--- src/rtl/oaht_ram.sv ---
// Generic simple dual-port RAM with one write port and a registered read port.
`default_nettype none

module oaht_ram #(
  parameter int unsigned WIDTH = 8,
  parameter int unsigned DEPTH = 16
) (
  input  wire logic                     clk_i,
  input  wire logic                     we_i,
  input  wire logic [$clog2(DEPTH)-1:0] waddr_i,
  input  wire logic [WIDTH-1:0]         wdata_i,
  input  wire logic [$clog2(DEPTH)-1:0] raddr_i,
  output logic      [WIDTH-1:0]         rdata_o
);

  logic [WIDTH-1:0] mem_q [DEPTH];

  // Write when enabled; read every cycle
  always_ff @(posedge clk_i) begin
    if (we_i) begin
      mem_q[waddr_i] <= wdata_i;
    end
    rdata_o <= mem_q[raddr_i];
  end

endmodule

`default_nettype wire

--- config.mk ---
export PLATFORM = sky130hd
export DESIGN_NAME = oaht_ram
export DESIGN_NICKNAME = d
export VERILOG_FILES = /design/src/rtl/oaht_ram.sv
export SDC_FILE = /design/constraint.sdc
export NUM_CORES = 1
export LEC_CHECK = 0
export BUFFER_PORTS_ARGS = -buffer_cell sky130_fd_sc_hd__buf_2
export CORE_ASPECT_RATIO = 0.7
export CORE_MARGIN = 2
export CORE_UTILIZATION = 60
export DETAILED_ROUTE_END_ITERATION = 10
export PLACE_DENSITY = 0.78
export SYNTH_ARGS = -nofsm -noshare
export SYNTH_HDL_FRONTEND = slang
export SYNTH_SLANG_ARGS = --single-unit
export TNS_END_PERCENT = 5
--- constraint.sdc ---
create_clock -name clk_i -period 2.1 [get_ports clk_i]
set_input_delay 0.105 -clock clk_i [delete_from_list [all_inputs] [get_ports clk_i]]
set_output_delay 0.105 -clock clk_i [all_outputs]
set_load 0.005 [all_outputs]
* After elaboration in Yosys (flattened, before gate mapping)
Memories as Yosys holds them, arrays and structs flattened. A register that Yosys moved wholly into a read port is not among the register bits. Index checks and enable logic that the tools add are counted.
Storage, ports and cells: bits in registers 0, memory bits (writable) 128, word-level logic and storage cells 3, memories 1
Memory list:
- mem_q | depth 16, bits a word 8, rd ports 1, clocked after memory_dff 1, write ports 1, RTL line 16 | logic [WIDTH-1:0] mem_q [DEPTH];
Operators by class: muxes and demuxes 2
Operators with widths (count):
- $mux W1 | 2

* Longest topological paths before layout
word-level depth 2, depth in mapped cells 5

* Worst setup path after synthesis
No wires, ideal clock.
path type input port to flip-flop, start in waddr_i[2], end mem mem_q[0][0] (enable), arrival 1215 ps, required time 1717 ps, path slack 502 ps, stages on the path 2, buffers on the path 0, cell sequence or3b_2 -> nor3_1
RTL lines:
- from (decl) | RTL line 10 | input wire logic [$clog2(DEPTH)-1:0] waddr_i,
- to (decl) | RTL line 16
No word-level cell before the write port.

==> results_dict.tcl <==
set metrics [dict create \
    post_cts_resized 0 \
    first_pass_iters 4 \
    wirelength_um 9630 \
    worst_slew_pin_slew_ps 737 \
    drc 0 \
    cts_max_level 4 \
    post-route-util_pct 72.0 \
    fp.dieH_um 81.5 \
    hold_path_startpoint "wdata_i[1]" \
    ir_drop_uv 839 \
    tns_ps 0 \
    grt_overflow 0 \
    cts-root-buf "clkbuf_16" \
    portBuffers 25 \
    whs_ps 71.1 \
    nets 300 \
    hp-class "input port to flip-flop" \
    p_leak_nw 2.08 \
    grt_pass1_wl_um 14700 \
    syn_inst 229 \
    startpoint "mem_q[10][4]" \
    cts_buffers 17 \
    r2r-start "mem_q[10][4]" \
    grtUsageTotal_pct 23.5 \
    max_freq_mhz 743 \
    path_max_fanout 1 \
    drtIter0Drc 287 \
    coreArea_um2 8410 \
    cts_tree "built" \
    hold_violations 0 \
    status "complete, no violations" \
    power.total_w 0.00615 \
    clk_latency_ps 410 \
    finClkSkew_ps 6.99 \
    grt_max_degree 33 \
    max_cap_violations 0 \
    core.rowCount 28 \
    clkTransAtPathRegs_ps 60 \
    slew_headroom_pct 50.7 \
    critPathKind "flip-flop to flip-flop" \
    slew_viol_final 0 \
    antenna_found_initial 0 \
    clock-sinks 136 \
    min_period_ps 1350 \
    wl_per_cell_um 24.1 \
    cts_buffer_depth 2 \
    p_per_area_nw_per_um2 1020 \
    cts_hold_buffers 0 \
    yosys_warnings 0 \
    crit_arrival_ps 1630 \
    num_vias 2422 \
    syn2layout_area_growth_pct 17.6 \
    avgSynthCellArea_um2 22.5 \
    gp_congestion 0.727 \
    yosysSeqAreaShare_pct 77.8 \
    die_area_um2 9350 \
    syn-num-nets 247 \
    layout_commonest_cell "edfxtp_1" \
    start_util_pct 61.2 \
    synthDistinctLibCells 19 \
    ant_nets 0 \
    finalSetupViolations 0 \
    fill_cells 514 \
    rsz0062_at_grt "no" \
    endpoint_kind "flip-flop" \
    die_x_um 115 \
    min_period_over_period_pct 64.1 \
    grt_pass1_vias 2542 \
    post-cts-setup-buffers 0 \
    drive_gt1_share_pct 30.5 \
    via_per_inst 6.06 \
    cp-start-kind "flip-flop" \
    hpwlAfterDp_um 6030 \
    final_cell_mix "128 x edfxtp_1, 25 x buf_2, 18 x mux4_2" \
    synth_area_um2 5150 \
    ys_ff_latch 136 \
    io_pins 26 \
    antenna_cells 0 \
    worst-endpoint-required_ps 2380 \
    r2r_slack_ps 750 \
]
## final timing paths
kind	end	cells after the start
min	mem_q[14][1]	1
min reg2reg	rdata_o[1]	3
max	rdata_o[4]	3
max reg2reg	rdata_o[4]	3
## sequential cells by signal, summed over array words and instances, names as in the netlist
| register | cells |
|---|---|
| mem_q | 128 |
| rdata_o | 8 |
## per-stage QoR
stage,cells,worst slack [ps],cell area [µm²]
2_1_floorplan,229,502,5150
3_3_place_gp,368,586,5490
3_5_place_dp,368,511,5490
4_1_cts,400,728,6050
5_1_grt,400,644,6050
6_report,400,753,6050
## critical path, stage by stage, from the launching register on
cell and delay, ps:
edfxtp_1 360, mux4_1 500, a22oi_1 250, nand2_1 110
## report_power, final
group	internal, W	leakage (nW)	switching [W]
Clock	0.00179	0.275	0.00103
Combinational	0.000122	0.581	0.000151
Sequential	0.00304	1.22	0.0000220
## layout make-up
type | count | area (µm²) | area share, %
flip-flops and latches | 136 | 4000 | 66.2
multi-input cells | 83 | 1060 | 17.5
clock buffers | 22 | 464 | 7.67
repair buffers | 44 | 293 | 4.84
well taps | 105 | 131 | 2.17
clock inverters | 10 | 103 | 1.70
## cells in the mapped netlist (all sizes together)
| cell type | n | share of area [%] |
|---|---|---|
| dfxtp | 8 | 3.1 |
| or3b | 1 | 0.17 |
| nand3 | 1 | 0.097 |
| nand2 | 9 | 0.66 |
| a22oi | 16 | 2.3 |
| nor3 | 4 | 0.39 |
| and2b | 1 | 0.15 |
| nor2b | 1 | 0.12 |
| nand3b | 2 | 0.29 |
| nor2 | 13 | 0.95 |
| and2 | 1 | 0.12 |
| mux4 | 32 | 15 |
| nand2b | 2 | 0.24 |
| edfxtp | 128 | 75 |
| buf | 7 | 1.1 |
| clkdlybuf4s25 | 3 | 0.58 |
## routing by layer
| metal | up-vias | global-route usage [%] | share of wire, % | routed length (µm) |
|---|---|---|---|---|
| met5 | - | 0 | 0 | 0 |
| met4 | 0 | 8.31 | 0.39 | 38 |
| met3 | 4 | 7.31 | 8.5 | 821 |
| met2 | 87 | 34.9 | 48 | 4670 |
| met1 | 1249 | 34.1 | 43 | 4100 |
| li1 | 1082 | - | - | - |
## cell families after synthesis
kind of cell,count (synthesis),synth area share (%)
buffers and inverters,10,1.68
and+or+nand+nor,35,3.18
muxes,32,15.0
AOI/OAI and AO/OA,16,2.33
DFF,136,77.8
Note: power is estimated with default switching activity, not from simulation.
