--- src/rtl/oaht_pkg.sv ---
// Shared types, codes and constants of the open-addressing hash table.
`default_nettype none

package oaht_pkg;

  // Fixed field widths
  localparam int unsigned KIND_W      = 2;
  localparam int unsigned KEY_IN_W    = 64;
  localparam int unsigned HASH_W      = 64;
  localparam int unsigned ENTRY_W     = 12;
  localparam int unsigned STATUS_W    = 2;
  localparam int unsigned COUNT_W     = 13;
  localparam int unsigned CFG_INDEX_W = 2;
  localparam int unsigned CFG_DATA_W  = 4;

  // Parameter defaults
  localparam int unsigned DEF_MAX_SLOT_BITS = 12;
  localparam int unsigned DEF_KEY_WIDTH     = 64;

  // Probe sequence constants
  localparam int unsigned PERTURB_SHIFT   = 5;
  localparam int unsigned PROBE_EXTRA     = 13;
  localparam int unsigned MIN_SLOT_BITS   = 2;
  localparam int unsigned SLOT_BITS_RESET = 2;

  // Configuration register indexes
  localparam logic [CFG_INDEX_W-1:0] CFG_SLOT_BITS     = CFG_INDEX_W'(0);
  localparam logic [CFG_INDEX_W-1:0] CFG_TABLE_PRESENT = CFG_INDEX_W'(1);

  // Item kinds; the remaining code is a no-op
  localparam logic [KIND_W-1:0] KIND_LOOKUP = KIND_W'(0);
  localparam logic [KIND_W-1:0] KIND_INSERT = KIND_W'(1);
  localparam logic [KIND_W-1:0] KIND_CLEAR  = KIND_W'(2);

  typedef enum logic [STATUS_W-1:0] {
    STATUS_OK     = 2'd0,
    STATUS_FULL   = 2'd1,
    STATUS_ABSENT = 2'd2
  } status_e;

  typedef enum logic [2:0] {
    ST_INIT_CLEAR,
    ST_IDLE,
    ST_DISPATCH,
    ST_PROBE,
    ST_CLEAR,
    ST_RESPOND
  } state_e;

  // Controller to datapath commands
  typedef struct packed {
    logic    latch_item;
    logic    start_probe;
    logic    step_probe;
    logic    write_slot;
    logic    clear_step;
    logic    clear_total;
    logic    res_load;
    logic    res_hit;
    status_e res_status;
    logic    out_load;
  } dp_cmd_t;

  // Datapath to controller status
  typedef struct packed {
    logic [KIND_W-1:0] kind;
    logic              present;
    logic              full;
    logic              slot_empty;
    logic              slot_match;
    logic              bound_hit;
    logic              sweep_last;
  } dp_stat_t;

endpackage

`default_nettype wire

--- src/rtl/oaht_ctrl.sv ---
// Sequencer of the hash table: dispatch, probe walk, clear sweep and result handoff.
`default_nettype none

module oaht_ctrl (
  input  wire logic              clk_i,
  input  wire logic              rst_ni,
  input  wire logic              in_valid_i,
  output logic                   in_ready_o,
  input  wire logic              out_ready_i,
  output logic                   out_valid_o,
  input  wire oaht_pkg::dp_stat_t stat_i,
  output oaht_pkg::dp_cmd_t      cmd_o
);

  import oaht_pkg::*;

  state_e state_q, state_d;
  logic   out_valid_q, out_valid_d;

  // Next state
  always_comb begin
    state_d = state_q;
    unique case (state_q)
      ST_INIT_CLEAR: begin
        if (stat_i.sweep_last) state_d = ST_IDLE;
      end
      ST_IDLE: begin
        if (in_valid_i) state_d = ST_DISPATCH;
      end
      ST_DISPATCH: begin
        if (stat_i.kind == KIND_LOOKUP) begin
          state_d = stat_i.present ? ST_PROBE : ST_RESPOND;
        end else if (stat_i.kind == KIND_INSERT) begin
          state_d = (stat_i.present && !stat_i.full) ? ST_PROBE : ST_RESPOND;
        end else if (stat_i.kind == KIND_CLEAR) begin
          state_d = ST_CLEAR;
        end else begin
          state_d = ST_RESPOND;
        end
      end
      ST_PROBE: begin
        if (stat_i.slot_empty || stat_i.bound_hit ||
            (stat_i.kind == KIND_LOOKUP && stat_i.slot_match)) begin
          state_d = ST_RESPOND;
        end
      end
      ST_CLEAR: begin
        if (stat_i.sweep_last) state_d = ST_RESPOND;
      end
      ST_RESPOND: begin
        if (!out_valid_q || out_ready_i) state_d = ST_IDLE;
      end
      default: state_d = ST_IDLE;
    endcase
  end

  // Commands
  always_comb begin
    cmd_o            = '0;
    cmd_o.res_status = STATUS_OK;
    in_ready_o       = 1'b0;
    unique case (state_q)
      ST_INIT_CLEAR: begin
        cmd_o.clear_step = 1'b1;
      end
      ST_IDLE: begin
        in_ready_o       = 1'b1;
        cmd_o.latch_item = in_valid_i;
      end
      ST_DISPATCH: begin
        if (stat_i.kind == KIND_LOOKUP || stat_i.kind == KIND_INSERT) begin
          if (!stat_i.present) begin
            cmd_o.res_load   = 1'b1;
            cmd_o.res_status = STATUS_ABSENT;
          end else if (stat_i.kind == KIND_INSERT && stat_i.full) begin
            cmd_o.res_load   = 1'b1;
            cmd_o.res_status = STATUS_FULL;
          end else begin
            cmd_o.start_probe = 1'b1;
          end
        end else if (stat_i.kind != KIND_CLEAR) begin
          cmd_o.res_load = 1'b1;
        end
      end
      ST_PROBE: begin
        if (stat_i.slot_empty) begin
          cmd_o.write_slot = (stat_i.kind == KIND_INSERT);
          cmd_o.res_load   = 1'b1;
        end else if (stat_i.kind == KIND_LOOKUP && stat_i.slot_match) begin
          cmd_o.res_load = 1'b1;
          cmd_o.res_hit  = 1'b1;
        end else if (stat_i.bound_hit) begin
          cmd_o.res_load   = 1'b1;
          cmd_o.res_status = (stat_i.kind == KIND_INSERT) ? STATUS_FULL : STATUS_OK;
        end else begin
          cmd_o.step_probe = 1'b1;
        end
      end
      ST_CLEAR: begin
        cmd_o.clear_step = 1'b1;
        if (stat_i.sweep_last) begin
          cmd_o.clear_total = 1'b1;
          cmd_o.res_load    = 1'b1;
        end
      end
      ST_RESPOND: begin
        cmd_o.out_load = !out_valid_q || out_ready_i;
      end
      default: ;
    endcase
  end

  // Hold the result word until it is taken
  always_comb begin
    if (cmd_o.out_load) begin
      out_valid_d = 1'b1;
    end else if (out_ready_i) begin
      out_valid_d = 1'b0;
    end else begin
      out_valid_d = out_valid_q;
    end
  end

  assign out_valid_o = out_valid_q;

  always_ff @(posedge clk_i or negedge rst_ni) begin
    if (!rst_ni) begin
      state_q     <= ST_INIT_CLEAR;
      out_valid_q <= 1'b0;
    end else begin
      state_q     <= state_d;
      out_valid_q <= out_valid_d;
    end
  end

endmodule

`default_nettype wire

--- config.mk ---
export PLATFORM = sky130hd
export DESIGN_NAME = oaht_ctrl
export DESIGN_NICKNAME = d
export VERILOG_FILES = /design/src/rtl/oaht_pkg.sv /design/src/rtl/oaht_ctrl.sv
export SDC_FILE = /design/constraint.sdc
export NUM_CORES = 1
export LEC_CHECK = 0
export ABC_AREA = 0
export BUFFER_PORTS_ARGS = -buffer_cell sky130_fd_sc_hd__clkbuf_2
export CELL_PAD_IN_SITES_DETAIL_PLACEMENT = 1
export CELL_PAD_IN_SITES_GLOBAL_PLACEMENT = 1
export CORE_MARGIN = 5
export CORE_UTILIZATION = 25
export DETAILED_ROUTE_END_ITERATION = 12
export PLACE_DENSITY = 0.78
export SYNTH_ARGS = -nofsm -noshare
export SYNTH_HDL_FRONTEND = slang
export SYNTH_SLANG_ARGS = --single-unit
--- constraint.sdc ---
create_clock -name clk_i -period 1.5 [get_ports clk_i]
set_input_delay 0.075 -clock clk_i [delete_from_list [all_inputs] [get_ports clk_i]]
set_output_delay 0.075 -clock clk_i [all_outputs]
set_load 0.005 [all_outputs]
* Word-level counts from Yosys, hierarchy flattened
Cells that the tools add are included.
** Storage, ports and cells
- Logic and storage cells :: 75
- Output and inout bits :: 13
- Flip-flop bits (word level) :: 4
- Input port bits :: 12
** Operators by class
- Equality and inequality tests :: 13
- Mux-type cells :: 46
- Reductions and logical operators :: 14
** Operators by type and width (count)
- 2-to-1 mux 3 bit :: 10
- 2-to-1 mux 1 bit :: 29
- case mux 3 bit (6 select lines) :: 1
- != test 2 bit (second input constant) :: 6
- 2-to-1 mux 2 bit :: 4
- equality test 3 x 2 -> 1 bit (second input constant) :: 2
- equality test 3 bit (second input constant) :: 2
- AND reduction 5 bit :: 1
- logical OR 1 bit :: 4
- case mux 2 bit (2 select lines) :: 1
- equality test 3 x 1 -> 1 bit (second input constant) :: 1
- logical AND 1 bit :: 3
- zero test 3 bit :: 1
- case mux 1 bit (3 select lines) :: 1
- equality test 2 x 1 -> 1 bit (second input constant) :: 1
- equality test 2 bit (second input constant) :: 1
- zero test 1 bit :: 2
- zero test 2 bit :: 1
- nonzero test 2 bit :: 1
- OR reduction 2 bit :: 1

* Logic depth before layout (Yosys ltp)
- Depth after elaboration :: 6
- Mapped depth :: 4
- Mapped depth without buffers :: 3

* Worst setup path after synthesis
Ideal clock, no wire load.
- Path type :: register to register
- From :: register state_q[0]
- To :: register state_q[2]
- Stages on the path, launching flop included :: 5
- Setup time :: 0.123 ns
- Slack :: 0.373 ns
- Arrival time :: 1.003 ns
- Required time :: 1.377 ns
- Path buffers :: 1
- Clock period less this slack :: 1.127 ns
- Path through :: dfrtp_1 buf_2 nor3b_1 a22oi_2 o2bb2ai_2
** Between the ends
- Longest elaborated chain between the ends :: 3
- Elaborated cells between the ends (all ways) :: 13
- Those cells by class :: 10 x eq/ne; 1 x mux; 2 x reduce/logical
** Ends and longest elaborated chain
- start, declared :: line oaht_ctrl.sv:17 : state_e state_q, state_d;
- start signal, assigned :: line oaht_ctrl.sv:131 : state_q <= state_d;
- equality test 3 bit (tied with other cells) :: line oaht_ctrl.sv:23 : unique case (state_q)
- != test 2 bit (no source line)
- AND reduction 5 bit (no source line)
Parallel ways exist; a longest one is shown, timed or not.
A chain may end at the register's enable or synchronous reset.

==> flow_summary.json <==
{
  "synth-seq-area-share": 0.269,
  "skew_ns": 0.00160,
  "num-fill-cells": 193,
  "post_synth_inst_count": 46,
  "pwr-share-clk": 0.149,
  "core_area_sq_um": 1450,
  "place.gp.congestion": 0.811,
  "cts.path.max_buffers": 2,
  "route.detailed.drc": 0,
  "use_met1": 0.143,
  "routed_length_per_placed_instance_um": 14.2,
  "portBuffers": 24,
  "clk_pin_slew_ns": 0.04,
  "fin_crit_ns": 1.44,
  "cts_tree": "done",
  "insertion_delay_of_the_later_clocked_pin_in_the_worst_skew_pair_ns": 0.23,
  "num_vias": 484,
  "critical_path.slowest_cell": "sky130_fd_sc_hd__dfrtp_1",
  "place_area_sq_um": 514,
  "die_width_um": 48.6,
  "floorplan.initialDensity": 0.256,
  "detail_route.wirelength_mm": 1.31,
  "antenna_left": 0,
  "crit_path_max_fanout": 8,
  "startpoint_type": "flip-flop",
  "rows": 14,
  "critPathCaptureType": "output pin",
  "synthDominantCellAreaShare": 0.269,
  "crit_start": "state_q[0]",
  "drv_slew": 0,
  "hold_start": "out_ready_i",
  "syn_avg_cell_area_sq_um": 8.08,
  "power.density_cell_area_nw_per_um2": 1480,
  "clock_tree.htree_level_count": 1,
  "worstSetupPathType": "reg2out",
  "die_area_sq_um": 2360,
  "run_status": "complete, no violations",
  "initial_antenna_violation_count": 0,
  "vdd_drop_max_mv": 0.680,
  "finalNetCount": 90,
  "grt_start_max_net_pins": 9,
  "number_of_cts_inserted_buffers": 3,
  "fin_worst_hold_slack_ns": 0.154,
  "worst_ep_required_time_ns": 1.42,
  "drive_above_1_share": 0.579,
  "detailed_place_hpwl_mm": 1.06,
  "netlist_area_sq_um": 372,
  "pwr-share-seq": 0.259,
  "ys.warnings.count": 0,
  "grtUsageMet2": 0.187,
  "power.total_mw": 0.884,
  "antenna_cells_inserted": 0,
  "worst_stage_delay_on_the_critical_path_ns": 0.39,
  "crit_arrival_ns": 1.36,
  "cap_violations": 0,
  "finalSetupViolCount": 0,
  "maxClockFrequency_mhz": 695,
  "die-height_um": 48.6,
  "internal_power_mw": 0.525,
  "final_std_cells_w_o_fill": 92,
  "areaGrowthSynthToFinish_pct": 60.6,
  "clkSinkCount": 4,
  "crit_chain": "buf_6, nor2_1, and3_1, a31o_2, clkbuf_2",
  "number_of_buffer_and_inverter_stages_on_the_critical_path": 2,
  "final_cell_area_sq_um": 597,
  "io-pin-count": 25,
  "synthDominantAreaCellType": "sky130_fd_sc_hd__dfrtp_1",
  "crit-reg2reg-launch": "state_q[0]",
  "layout_setup_ws_ns": 0.0602,
  "power.static_leakage_nw": 0.298,
  "drt_iter0_drc": 10,
  "final_hold_viols": 0,
  "synth_seq_cells": 4,
  "viasPerCell": 5.26,
  "global_route_wire_length_before_repair_mm": 2.29,
  "number_of_iterations_in_the_first_detailed_routing_pass": 3,
  "power.share.combinational": 0.592,
  "synth.net_count": 58,
  "global_route.usage.met3": 0.0337,
  "worst_path_dominant_cell_family": "flip-flops",
  "grt_pass1_vias": 514,
  "gr-total-overflow": 0,
  "min-delay-path-class": "in2reg",
  "ctsRootBufferMaster": "sky130_fd_sc_hd__clkbuf_4",
  "grt.total_usage": 0.119,
  "final.period_utilization": 0.960,
  "switching_share": 0.406,
  "global_route.peak_usage_layer": "met2",
  "post_synth_main_area_contributors": "sky130_fd_sc_hd__dfrtp_1 27%, sky130_fd_sc_hd__nand2b_1 8.4%, sky130_fd_sc_hd__and3_1 6.7%",
  "placed_cells": 86,
  "netSwitchingPower_mw": 0.359,
  "maxSlewHeadroom": 0.789,
  "post_synth_num_cell_types": 22,
  "worst_margin_slew_ns": 0.312,
  "dp_worst_setup_slack_ns": 0.184
}
-- area by class of cell --
cell class | count | area, sq um | share of cell area
tap | 16 | 20.0 | 0.0335
clock buffer | 3 | 22.5 | 0.0377
inverter | 1 | 3.75 | 0.00629
sequential | 4 | 103 | 0.172
timing repair buffer | 29 | 164 | 0.275
multi-input combinational | 39 | 284 | 0.476
-- metal layers --
layer | vias to the layer above | wire, um
met3 | 2 | 69
met4 | 0 | 12
met5 | - | 0
li1 | 230 | -
met1 | 239 | 563
met2 | 13 | 664
-- cells by family (layout without fill, tap and decap cells) --
group,count (synthesis),in the layout,synth area share
and+or+nand+nor,30,30,0.492
AOI/OAI and AO/OA,9,9,0.195
buffers and inverters,3,33,0.0438
DFF,4,4,0.269
-- cell usage in the layout, fill, tap and decap left out, types with 2 or more instances in the layout --
cell	instances
sky130_fd_sc_hd__and3_1	4
sky130_fd_sc_hd__buf_4	3
sky130_fd_sc_hd__clkbuf_2	24
sky130_fd_sc_hd__clkbuf_4	3
sky130_fd_sc_hd__dfrtp_1	2
sky130_fd_sc_hd__dfrtp_2	2
sky130_fd_sc_hd__nand2_1	3
sky130_fd_sc_hd__nand2b_1	4
sky130_fd_sc_hd__nand3b_1	2
sky130_fd_sc_hd__nor2_1	5
sky130_fd_sc_hd__nor2b_1	2
sky130_fd_sc_hd__nor3b_2	2
sky130_fd_sc_hd__o21ai_0	3
-- synthesized netlist by cell type --
library cell	n
sky130_fd_sc_hd__a211oi_1	1
sky130_fd_sc_hd__a22oi_2	1
sky130_fd_sc_hd__a31o_2	1
sky130_fd_sc_hd__and3_1	4
sky130_fd_sc_hd__and4_1	1
sky130_fd_sc_hd__buf_2	1
sky130_fd_sc_hd__buf_4	1
sky130_fd_sc_hd__dfrtp_1	4
sky130_fd_sc_hd__inv_1	1
sky130_fd_sc_hd__nand2_1	3
sky130_fd_sc_hd__nand2b_1	5
sky130_fd_sc_hd__nand3b_1	2
sky130_fd_sc_hd__nor2_1	6
sky130_fd_sc_hd__nor2b_1	3
sky130_fd_sc_hd__nor3b_1	2
sky130_fd_sc_hd__nor4_1	1
sky130_fd_sc_hd__nor4b_1	2
sky130_fd_sc_hd__o211ai_1	1
sky130_fd_sc_hd__o21ai_0	3
sky130_fd_sc_hd__o22ai_1	1
sky130_fd_sc_hd__o2bb2ai_2	1
sky130_fd_sc_hd__or3b_4	1
-- registers in the layout, indices dropped and copies added, names as in the netlist --
signal	count
out_valid_o	1
state_q	3
-- what timing repair did --
item / 4_1_cts / 5_1_grt
pin swaps: 0 / 0
endpoints found under the setup margin: 3 / 4
setup buffers: 1 / 1
hold endpoints to repair: 4 / 0
gates resized for setup: 2 / 8
hold buffers: 1 / 0
-- per-stage QoR --
step,util,setup TNS [ns]
6_report,0.410,0
4_1_cts,0.391,0
5_1_grt,0.410,-0.0111
3_5_place_dp,0.354,0
2_1_floorplan,-,0
3_3_place_gp,0.354,0
-- power by group through the flow --
stage,Sequential (mW),Combinational (mW),Clock (mW)
floorplan,0.198,0.278,0
global placement,0.210,0.427,0
detailed placement,0.218,0.442,0
CTS,0.220,0.488,0.139
global route,0.238,0.583,0.155
finish,0.229,0.524,0.131
-- worst reg2reg max path, stage by stage, from the launching register on --
cell and delay (ns):
sky130_fd_sc_hd__dfrtp_1 0.41, sky130_fd_sc_hd__nor3b_2 0.17, sky130_fd_sc_hd__buf_4 0.14, sky130_fd_sc_hd__a22oi_2 0.21, sky130_fd_sc_hd__o22ai_1 0.12
-- path summary, 6_finish.rpt --
check                      slack [ns]  cells past startpoint          end
max                              0.06                      5     cmd_o[4]
min                              0.15                      3  out_valid_o
max reg2reg                      0.32                      4   state_q[1]
min reg2reg                      0.55                      1   state_q[2]
max in group asynchronous        1.17                      2   state_q[2]
min in group asynchronous        0.19                      2   state_q[0]
Power figures use the tool's default switching activity.
