==> config.mk <==
export PLATFORM = sky130hd
export DESIGN_NAME = oaht_dp
export DESIGN_NICKNAME = d
export VERILOG_FILES = /design/src/rtl/oaht_pkg.sv /design/src/rtl/oaht_dp.sv
export SDC_FILE = /design/constraint.sdc
export NUM_CORES = 1
export LEC_CHECK = 0
export ABC_CLOCK_PERIOD_IN_PS = 7200
export BUFFER_PORTS_ARGS = -buffer_cell sky130_fd_sc_hd__buf_4
export CORE_AREA = 2 2 197 199
export CTS_CLUSTER_SIZE = 24
export DETAILED_ROUTE_END_ITERATION = 7
export DIE_AREA = 0 0 199 201
export GPL_TIMING_DRIVEN = 0
export PLACE_DENSITY = 0.68
export SYNTH_ARGS = -nofsm -noshare
export SYNTH_HDL_FRONTEND = slang
export SYNTH_SLANG_ARGS = --single-unit
==> constraint.sdc <==
create_clock -name clk_i -period 7.2 [get_ports clk_i]
set_input_delay 2.16 -clock clk_i [delete_from_list [all_inputs] [get_ports clk_i]]
set_output_delay 2.16 -clock clk_i [all_outputs]
set_load 0.005 [all_outputs]
==> src/rtl/oaht_pkg.sv <==
// Shared types, codes and constants of the open-addressing hash table.
`default_nettype none

package oaht_pkg;

  // Fixed field widths
  localparam int unsigned KIND_W      = 2;
  localparam int unsigned KEY_IN_W    = 64;
  localparam int unsigned HASH_W      = 64;
  localparam int unsigned ENTRY_W     = 12;
  localparam int unsigned STATUS_W    = 2;
  localparam int unsigned COUNT_W     = 13;
  localparam int unsigned CFG_INDEX_W = 2;
  localparam int unsigned CFG_DATA_W  = 4;

  // Parameter defaults
  localparam int unsigned DEF_MAX_SLOT_BITS = 12;
  localparam int unsigned DEF_KEY_WIDTH     = 64;

  // Probe sequence constants
  localparam int unsigned PERTURB_SHIFT   = 5;
  localparam int unsigned PROBE_EXTRA     = 13;
  localparam int unsigned MIN_SLOT_BITS   = 2;
  localparam int unsigned SLOT_BITS_RESET = 2;

  // Configuration register indexes
  localparam logic [CFG_INDEX_W-1:0] CFG_SLOT_BITS     = CFG_INDEX_W'(0);
  localparam logic [CFG_INDEX_W-1:0] CFG_TABLE_PRESENT = CFG_INDEX_W'(1);

  // Item kinds; the remaining code is a no-op
  localparam logic [KIND_W-1:0] KIND_LOOKUP = KIND_W'(0);
  localparam logic [KIND_W-1:0] KIND_INSERT = KIND_W'(1);
  localparam logic [KIND_W-1:0] KIND_CLEAR  = KIND_W'(2);

  typedef enum logic [STATUS_W-1:0] {
    STATUS_OK     = 2'd0,
    STATUS_FULL   = 2'd1,
    STATUS_ABSENT = 2'd2
  } status_e;

  typedef enum logic [2:0] {
    ST_INIT_CLEAR,
    ST_IDLE,
    ST_DISPATCH,
    ST_PROBE,
    ST_CLEAR,
    ST_RESPOND
  } state_e;

  // Controller to datapath commands
  typedef struct packed {
    logic    latch_item;
    logic    start_probe;
    logic    step_probe;
    logic    write_slot;
    logic    clear_step;
    logic    clear_total;
    logic    res_load;
    logic    res_hit;
    status_e res_status;
    logic    out_load;
  } dp_cmd_t;

  // Datapath to controller status
  typedef struct packed {
    logic [KIND_W-1:0] kind;
    logic              present;
    logic              full;
    logic              slot_empty;
    logic              slot_match;
    logic              bound_hit;
    logic              sweep_last;
  } dp_stat_t;

endpackage

`default_nettype wire

==> src/rtl/oaht_dp.sv <==
// Datapath of the hash table: config registers, probe address, compare, counters, result.
`default_nettype none

module oaht_dp #(
  parameter int unsigned MAX_SLOT_BITS = oaht_pkg::DEF_MAX_SLOT_BITS,
  parameter int unsigned KEY_WIDTH     = oaht_pkg::DEF_KEY_WIDTH,
  parameter int unsigned RAM_W         = 1 + KEY_WIDTH + oaht_pkg::HASH_W + oaht_pkg::ENTRY_W
) (
  input  wire logic                               clk_i,
  input  wire logic                               rst_ni,
  // Configuration writes
  input  wire logic                               cfg_valid_i,
  input  wire logic [oaht_pkg::CFG_INDEX_W-1:0]   cfg_index_i,
  input  wire logic [oaht_pkg::CFG_DATA_W-1:0]    cfg_data_i,
  // Input word
  input  wire logic [oaht_pkg::KIND_W-1:0]        kind_i,
  input  wire logic [oaht_pkg::KEY_IN_W-1:0]      key_word_i,
  input  wire logic signed [oaht_pkg::HASH_W-1:0] key_hash_i,
  input  wire logic [oaht_pkg::ENTRY_W-1:0]       entry_index_i,
  // Controller link
  input  wire oaht_pkg::dp_cmd_t                  cmd_i,
  output oaht_pkg::dp_stat_t                      stat_o,
  // Slot memory
  output logic                                    ram_we_o,
  output logic [MAX_SLOT_BITS-1:0]                ram_waddr_o,
  output logic [RAM_W-1:0]                        ram_wdata_o,
  output logic [MAX_SLOT_BITS-1:0]                ram_raddr_o,
  input  wire logic [RAM_W-1:0]                   ram_rdata_i,
  // Result word
  output logic                                    found_o,
  output logic [oaht_pkg::ENTRY_W-1:0]            result_index_o,
  output logic [oaht_pkg::STATUS_W-1:0]           status_o,
  output logic [oaht_pkg::COUNT_W-1:0]            used_count_o
);

  import oaht_pkg::*;

  localparam int unsigned SLOT_W = MAX_SLOT_BITS;
  localparam int unsigned TOT_W  = MAX_SLOT_BITS + 1;
  localparam int unsigned CNT_W  = MAX_SLOT_BITS + 5;
  localparam int unsigned EB_W   = $clog2(MAX_SLOT_BITS + 1);
  localparam logic [SLOT_W-1:0] SLOT_ONES = {SLOT_W{1'b1}};

  // Config registers
  logic [CFG_DATA_W-1:0] slot_bits_q;
  logic                  present_q;

  // Latched item
  logic [KIND_W-1:0]    kind_q;
  logic [KEY_WIDTH-1:0] key_q;
  logic [HASH_W-1:0]    hash_q;
  logic [ENTRY_W-1:0]   entry_q;

  // Walk and bookkeeping
  logic [SLOT_W-1:0] slot_q, slot_d, slot_next;
  logic [HASH_W-1:0] perturb_q, perturb_next;
  logic [CNT_W-1:0]  cnt_q;
  logic [SLOT_W-1:0] sweep_q;
  logic [TOT_W-1:0]  total_q;

  // Result staging and output word
  logic               res_found_q;
  logic [ENTRY_W-1:0] res_index_q;
  status_e            res_status_q;

  logic [EB_W-1:0]    eff_bits;
  logic [SLOT_W-1:0]  mask;
  logic [TOT_W-1:0]   count;
  logic [TOT_W:0]     total_inc;

  logic                 rd_occ;
  logic [KEY_WIDTH-1:0] rd_key;
  logic [HASH_W-1:0]    rd_hash;
  logic [ENTRY_W-1:0]   rd_entry;

  // Saturate the slot bits to the supported range
  always_comb begin
    if (int'(slot_bits_q) < MIN_SLOT_BITS) begin
      eff_bits = EB_W'(MIN_SLOT_BITS);
    end else if (int'(slot_bits_q) > MAX_SLOT_BITS) begin
      eff_bits = EB_W'(MAX_SLOT_BITS);
    end else begin
      eff_bits = EB_W'(slot_bits_q);
    end
  end

  assign mask      = ~(SLOT_ONES << eff_bits);
  assign count     = TOT_W'(1) << eff_bits;
  assign total_inc = (TOT_W + 1)'(total_q) + (TOT_W + 1)'(1);

  // Unpack the slot read back from memory
  assign rd_occ   = ram_rdata_i[RAM_W-1];
  assign rd_key   = ram_rdata_i[RAM_W-2 -: KEY_WIDTH];
  assign rd_hash  = ram_rdata_i[HASH_W+ENTRY_W-1 -: HASH_W];
  assign rd_entry = ram_rdata_i[ENTRY_W-1:0];

  // Next probe position: perturb shifts first, then feeds the step
  assign perturb_next = perturb_q >> PERTURB_SHIFT;
  assign slot_next    = ((slot_q << 2) + slot_q + SLOT_W'(1) + perturb_next[SLOT_W-1:0]) & mask;

  always_comb begin
    if (cmd_i.start_probe) begin
      slot_d = hash_q[SLOT_W-1:0] & mask;
    end else if (cmd_i.step_probe) begin
      slot_d = slot_next;
    end else begin
      slot_d = slot_q;
    end
  end

  // Status toward the controller
  always_comb begin
    stat_o.kind       = kind_q;
    stat_o.present    = present_q;
    stat_o.full       = total_inc >= (TOT_W + 1)'(count);
    stat_o.slot_empty = !rd_occ;
    stat_o.slot_match = (rd_hash == hash_q) && (rd_key == key_q);
    stat_o.bound_hit  = cnt_q == (CNT_W'(count) + CNT_W'(PROBE_EXTRA - 1));
    stat_o.sweep_last = sweep_q == SLOT_ONES;
  end

  // Memory ports: read follows the probe, write inserts or sweeps
  assign ram_raddr_o = slot_d;
  assign ram_we_o    = cmd_i.write_slot || cmd_i.clear_step;
  assign ram_waddr_o = cmd_i.clear_step ? sweep_q : slot_q;
  assign ram_wdata_o = cmd_i.clear_step ? '0 : {1'b1, key_q, hash_q, entry_q};

  // Control registers
  always_ff @(posedge clk_i or negedge rst_ni) begin
    if (!rst_ni) begin
      slot_bits_q <= CFG_DATA_W'(SLOT_BITS_RESET);
      present_q   <= 1'b0;
      sweep_q     <= '0;
      total_q     <= '0;
    end else begin
      if (cfg_valid_i && cfg_index_i == CFG_SLOT_BITS) begin
        slot_bits_q <= cfg_data_i;
      end
      if (cfg_valid_i && cfg_index_i == CFG_TABLE_PRESENT) begin
        present_q <= cfg_data_i[0];
      end
      if (cmd_i.clear_step) begin
        sweep_q <= sweep_q + SLOT_W'(1);
      end
      if (cmd_i.clear_total) begin
        total_q <= '0;
      end else if (cmd_i.write_slot) begin
        total_q <= total_q + TOT_W'(1);
      end
    end
  end

  // Payload registers
  always_ff @(posedge clk_i) begin
    if (cmd_i.latch_item) begin
      kind_q  <= kind_i;
      key_q   <= key_word_i[KEY_WIDTH-1:0];
      hash_q  <= $unsigned(key_hash_i);
      entry_q <= entry_index_i;
    end
    slot_q <= slot_d;
    if (cmd_i.start_probe) begin
      perturb_q <= hash_q;
      cnt_q     <= '0;
    end else if (cmd_i.step_probe) begin
      perturb_q <= perturb_next;
      cnt_q     <= cnt_q + CNT_W'(1);
    end
    if (cmd_i.res_load) begin
      res_found_q  <= cmd_i.res_hit;
      res_index_q  <= cmd_i.res_hit ? rd_entry : '0;
      res_status_q <= cmd_i.res_status;
    end
    if (cmd_i.out_load) begin
      found_o        <= res_found_q;
      result_index_o <= res_index_q;
      status_o       <= res_status_q;
      used_count_o   <= COUNT_W'(total_q);
    end
  end

endmodule

`default_nettype wire

After elaboration in Yosys (flattened, before gate mapping)
Index checks and enable logic that the tools add are counted.

word-level totals
  register bits after elaboration = 308
  bits of input ports = 303
  output and inout bits = 202
  logic and storage cells = 57

cells by class
  add/sub/neg operators = 8
  magnitude comparators = 3
  equal/unequal tests = 5
  shifts and indexed selects = 2
  mux-type cells = 10
  bitwise gates (word level) = 3
  reduce and logical (&&, ||, !) cells = 8

operators by type and width
  kind                                                        count
  2-to-1 mux 141 bit                                          1
  == test 64 bit                                              2
  2-to-1 mux 64 bit                                           2
  2-to-1 mux 12 bit                                           3
  2-to-1 mux 13 bit                                           2
  adder 12 x 1 -> 12 bit, second input constant               2
  adder 12 bit                                                2
  bitwise AND 12 bit                                          2
  adder 17 x 1 -> 17 bit, second input constant               1
  == test 17 x 14 -> 1 bit                                    1
  adder 13 x 1 -> 14 bit, second input constant               1
  adder 13 x 4 -> 14 bit, second input constant               1
  >= comparator 14 x 13 -> 1 bit                              1
  adder 13 x 1 -> 13 bit, second input constant               1
  << shifter 1 x 4 -> 13 bit, first input constant            1
  == test 12 bit, second input constant                       1
  NOT 12 bit                                                  1
  << shifter 12 x 4 -> 12 bit, first input constant           1
  2-to-1 mux 4 bit                                            2
  > comparator 4 bit, second input constant                   1
  less-than comparator 4 x 2 -> 1 bit, second input constant  1
  nonzero test 2 bit                                          2
  logical AND 1 bit                                           3
  == test 2 x 1 -> 1 bit, second input constant               1
  other kinds (3)                                             3

Longest topological paths before layout
  depth in word-level cells = 8
  gate-level depth with buffers = 12
  gate-level depth less buffers = 11

Least setup slack after synthesis
No wires, ideal clock.

  kind = input to output
  from = input port ram_rdata_i[101]
  to = output port stat_o[2] (netlist bit)
  arrival = 3.374 ns
  data required time = 5.040 ns
  path slack = 1.666 ns
  stages = 6
  buffers on the path = 0
  cell sequence = xor2_1 nor4_1 and4_1 nand4_1 or4_1 nor4_2

RTL lines
  item             RTL line       RTL
  start, declared  oaht_dp.sv:28  input wire logic [RAM_W-1:0] ram_rdata_i,
  end, declared    oaht_dp.sv:22  output oaht_pkg::dp_stat_t stat_o,

Worst setup path in the final report
  from = input port cmd_i[6] (netlist bit)
  to = output port ram_wdata_o[118]

between the ends
  word-level cells in the longest chain between the ends = 1

ends and longest elaborated chain
  item                RTL line        RTL
  start, declared     oaht_dp.sv:21   input wire oaht_pkg::dp_cmd_t cmd_i,
  2-to-1 mux 141 bit  oaht_dp.sv:126  assign ram_wdata_o = cmd_i.clear_step ? '0 : {1'b1, key_q, hash_q, entry_q};
  end, declared       oaht_dp.sv:26   output logic [RAM_W-1:0] ram_wdata_o,

No other way between the ends.

==> results.tsv <==
metric	value	unit
outcome	complete, no violations	
firstDrtPassIters	5	
total_power	5.29	mW
gp_congestion	0.945	
slew-limit-headroom	24.1	%
crit_top_cell	clkbuf_1	
root_buffer	clkbuf_16	
place_inst	2145	
cellLeakagePower	8.34	nW
required	5040	ps
via_count	11000	
port_buffers	502	
clk_path_buf_depth	3	
yosysWarnings	0	
routed_wl	50900	um
postRouteAntennaNets	0	
grt_setup_unrepaired	false	
cpMaxStageDelayCell	clkbuf_1	
gr-total-overflow	0	
rr_worst_depth	8	
start_kind	input pin	
busiest_layer	met2	
avgSynthCellArea	12.9	um2
r2r_slack	4180	ps
preCtsSetupSlack	418	ps
core-area	38100	um2
synth_ff_type	edfxtp_1	
cts_resized	0	
nets	2006	
crit_path_end	ram_wdata_o[118]	
clk_pin_slew_worst_paths	60	ps
dpl_cell_area	19000	um2
crit_path_start	cmd_i[6]	
cts_tree	done	
worstPathArrival	4630	ps
fin_util	52.7	%
synth_cell_types	59	
grt_usage	25.2	%
synth_fp_nets	1464	
antenna_found_initial	3	
crit_family	buffers and inverters	
r2r-end	slot_q[10]	
drive_above_1_share	37.3	%
hold_slack	417	ps
cp.depth	5	
drtIter0Drc	683	
fin_skew	18.4	ps
synth_seq_cells	303	
cts_sinks	303	
fin_cells	2212	
finalHoldViolCount	0	
drc_errors	0	
grt_pass1_vias	11300	
hold_path_class	register to register	
worst_pin_slew	1140	ps
power_density	263	nW/um2
reg2reg_from	slot_q[2]	
worstSkewPairLatency	550	ps
postCtsSetupRepairBufs	0	
cts_made_buffers	36	
fin_ws	408	ps
viasPerCell	4.98	
stdcell_area	20100	um2
crit_buf_inv	4	
critical_path.cell_chain	clkbuf_1 -> clkbuf_1 -> clkbuf_1 -> nor2b_1 -> buf_4	
fin_crit_sh	94.3	%
dieWidth	199	um
htree_levels	2	
die_h	201	um
maxCapViolations	0	
hpwlAfterDp	40400	um
setup_tns	0	ps
path_max_fanout	10	
setup_viol	0	
synthToLayoutAreaGrowth	38.6	%
start_util	38.0	%
fmax	0.147	GHz
ys_seq_area_share	59.8	%
grt_max_degree	98	
min_period	6790	ps
cts_hold_buffers	0	
ir_worst_vdd	0.206	mV
die-area	40000	um2
ios	505	
synth-edff-count	244	
rows	72	
grt_util_met2	46.0	%
end_kind	output pin	
path_class	input pin to output pin	
detail_route.wl_per_cell	23.0	um
syn-cell-area	14500	um2
grt_pass1_wl	72200	um
grt.met3_usage	5.83	%
drv_slew	0	
grtUsageMet1	28.6	%
netlist_instances	1123	
slowest_delay	910	ps
synthArstFlopShare	9.90	%
worst min path at each step:
stage / end / slack (ps) / from / cells past startpoint
after global placement: result_index_o[7] / 400 / res_index_q[7] / 0
after floorplan: found_o / 400 / res_found_q / 0
after detailed placement: result_index_o[5] / 400 / res_index_q[5] / 0
final: result_index_o[5] / 420 / res_index_q[5] / 0
after CTS: result_index_o[5] / 420 / res_index_q[5] / 0
after global routing: result_index_o[7] / 420 / res_index_q[7] / 0
registers in the layout, indices dropped and copies added (netlist names):
name	count
present_q	1
hash_q	64
res_found_q	1
total_q	13
entry_q	12
slot_bits_q	4
res_index_q	12
res_status_q	2
status_o	2
sweep_q	12
result_index_o	12
cnt_q	17
kind_q	2
found_o	1
slot_q	12
perturb_q	59
key_q	64
used_count_o	13
layout by cell type, fill, tap and decap left out, drive strengths merged, types with 18 or more instances in the layout:
| cell type | synthesis | routed |
|---|---|---|
| a21oi | 18 | 18 |
| and2 | 21 | 21 |
| buf | 6 | 510 |
| clkbuf | 36 | 84 |
| dfrtp | 29 | 29 |
| dfxtp | 29 | 29 |
| edfxtp | 244 | 244 |
| ha | 28 | 28 |
| inv | 35 | 35 |
| mux2 | 65 | 65 |
| nand2 | 44 | 44 |
| nand3 | 18 | 18 |
| nand4 | 37 | 37 |
| nor2 | 55 | 55 |
| nor2b | 138 | 138 |
| nor4 | 19 | 19 |
| o21ai | 23 | 23 |
| xnor2 | 96 | 96 |
| xor2 | 78 | 78 |
cell families (layout without fill, tap and decap cells):
logic type,after synthesis,after routing,share of synthesized area (%)
adder cells (fa/ha/maj),39,39,3.87
XOR/XNOR,174,174,10.5
multiplexers,71,71,5.47
buffers and inverters,77,645,2.05
AND/OR/NAND/NOR,364,364,14.2
other,2,5,0.0518
AO/OA/AOI/OAI,93,93,4.10
flip-flops,303,303,59.8
cells in the mapped netlist, drive strengths merged, types with 19 or more instances:
library cell,n,share of area (%)
edfxtp,244,51
nand4,37,1.6
xnor2,96,5.8
dfxtp,29,4.0
clkbuf,36,0.93
nor4,19,0.86
dfrtp,29,5.0
xor2,78,4.7
o21ai,23,0.79
nor2,55,1.4
mux2,65,5.1
ha,28,2.4
inv,35,0.91
and2,21,0.91
nand2,44,1.1
nor2b,138,6.0
routing by layer:
layer	up-vias	part of all wire [%]
met1	5368	36
met2	477	53
met5	-	0
met3	86	7.6
li1	5082	-
met4	0	3.4
layout make-up:
type                    count  area [um2]
clock buffers              48         988
multi-input cells         743        5530
inverters                  35         131
plain buffers              42         165
diodes                      3        7.51
fillers                  3325       18000
clock inverters            16         134
well taps                 518         648
repair buffers            504        3820
flip-flops and latches    303        8660
where the power goes:
part | internal (mW) | switching (mW) | leakage, nW
combinational | 0.653 | 0.609 | 4.73
clock | 1.04 | 0.731 | 0.552
sequential | 2.09 | 0.165 | 3.06
worst register-to-register path, delay by kind of cell, from the launching register on:
kind | cells | cell delay, ps
AOI/OAI and AO/OA | 5 | 1510
DFF | 1 | 440
adders and majority gates | 2 | 830
xor gates and xnor gates | 1 | 90
No activity file was read; power rests on OpenSTA's default activity.
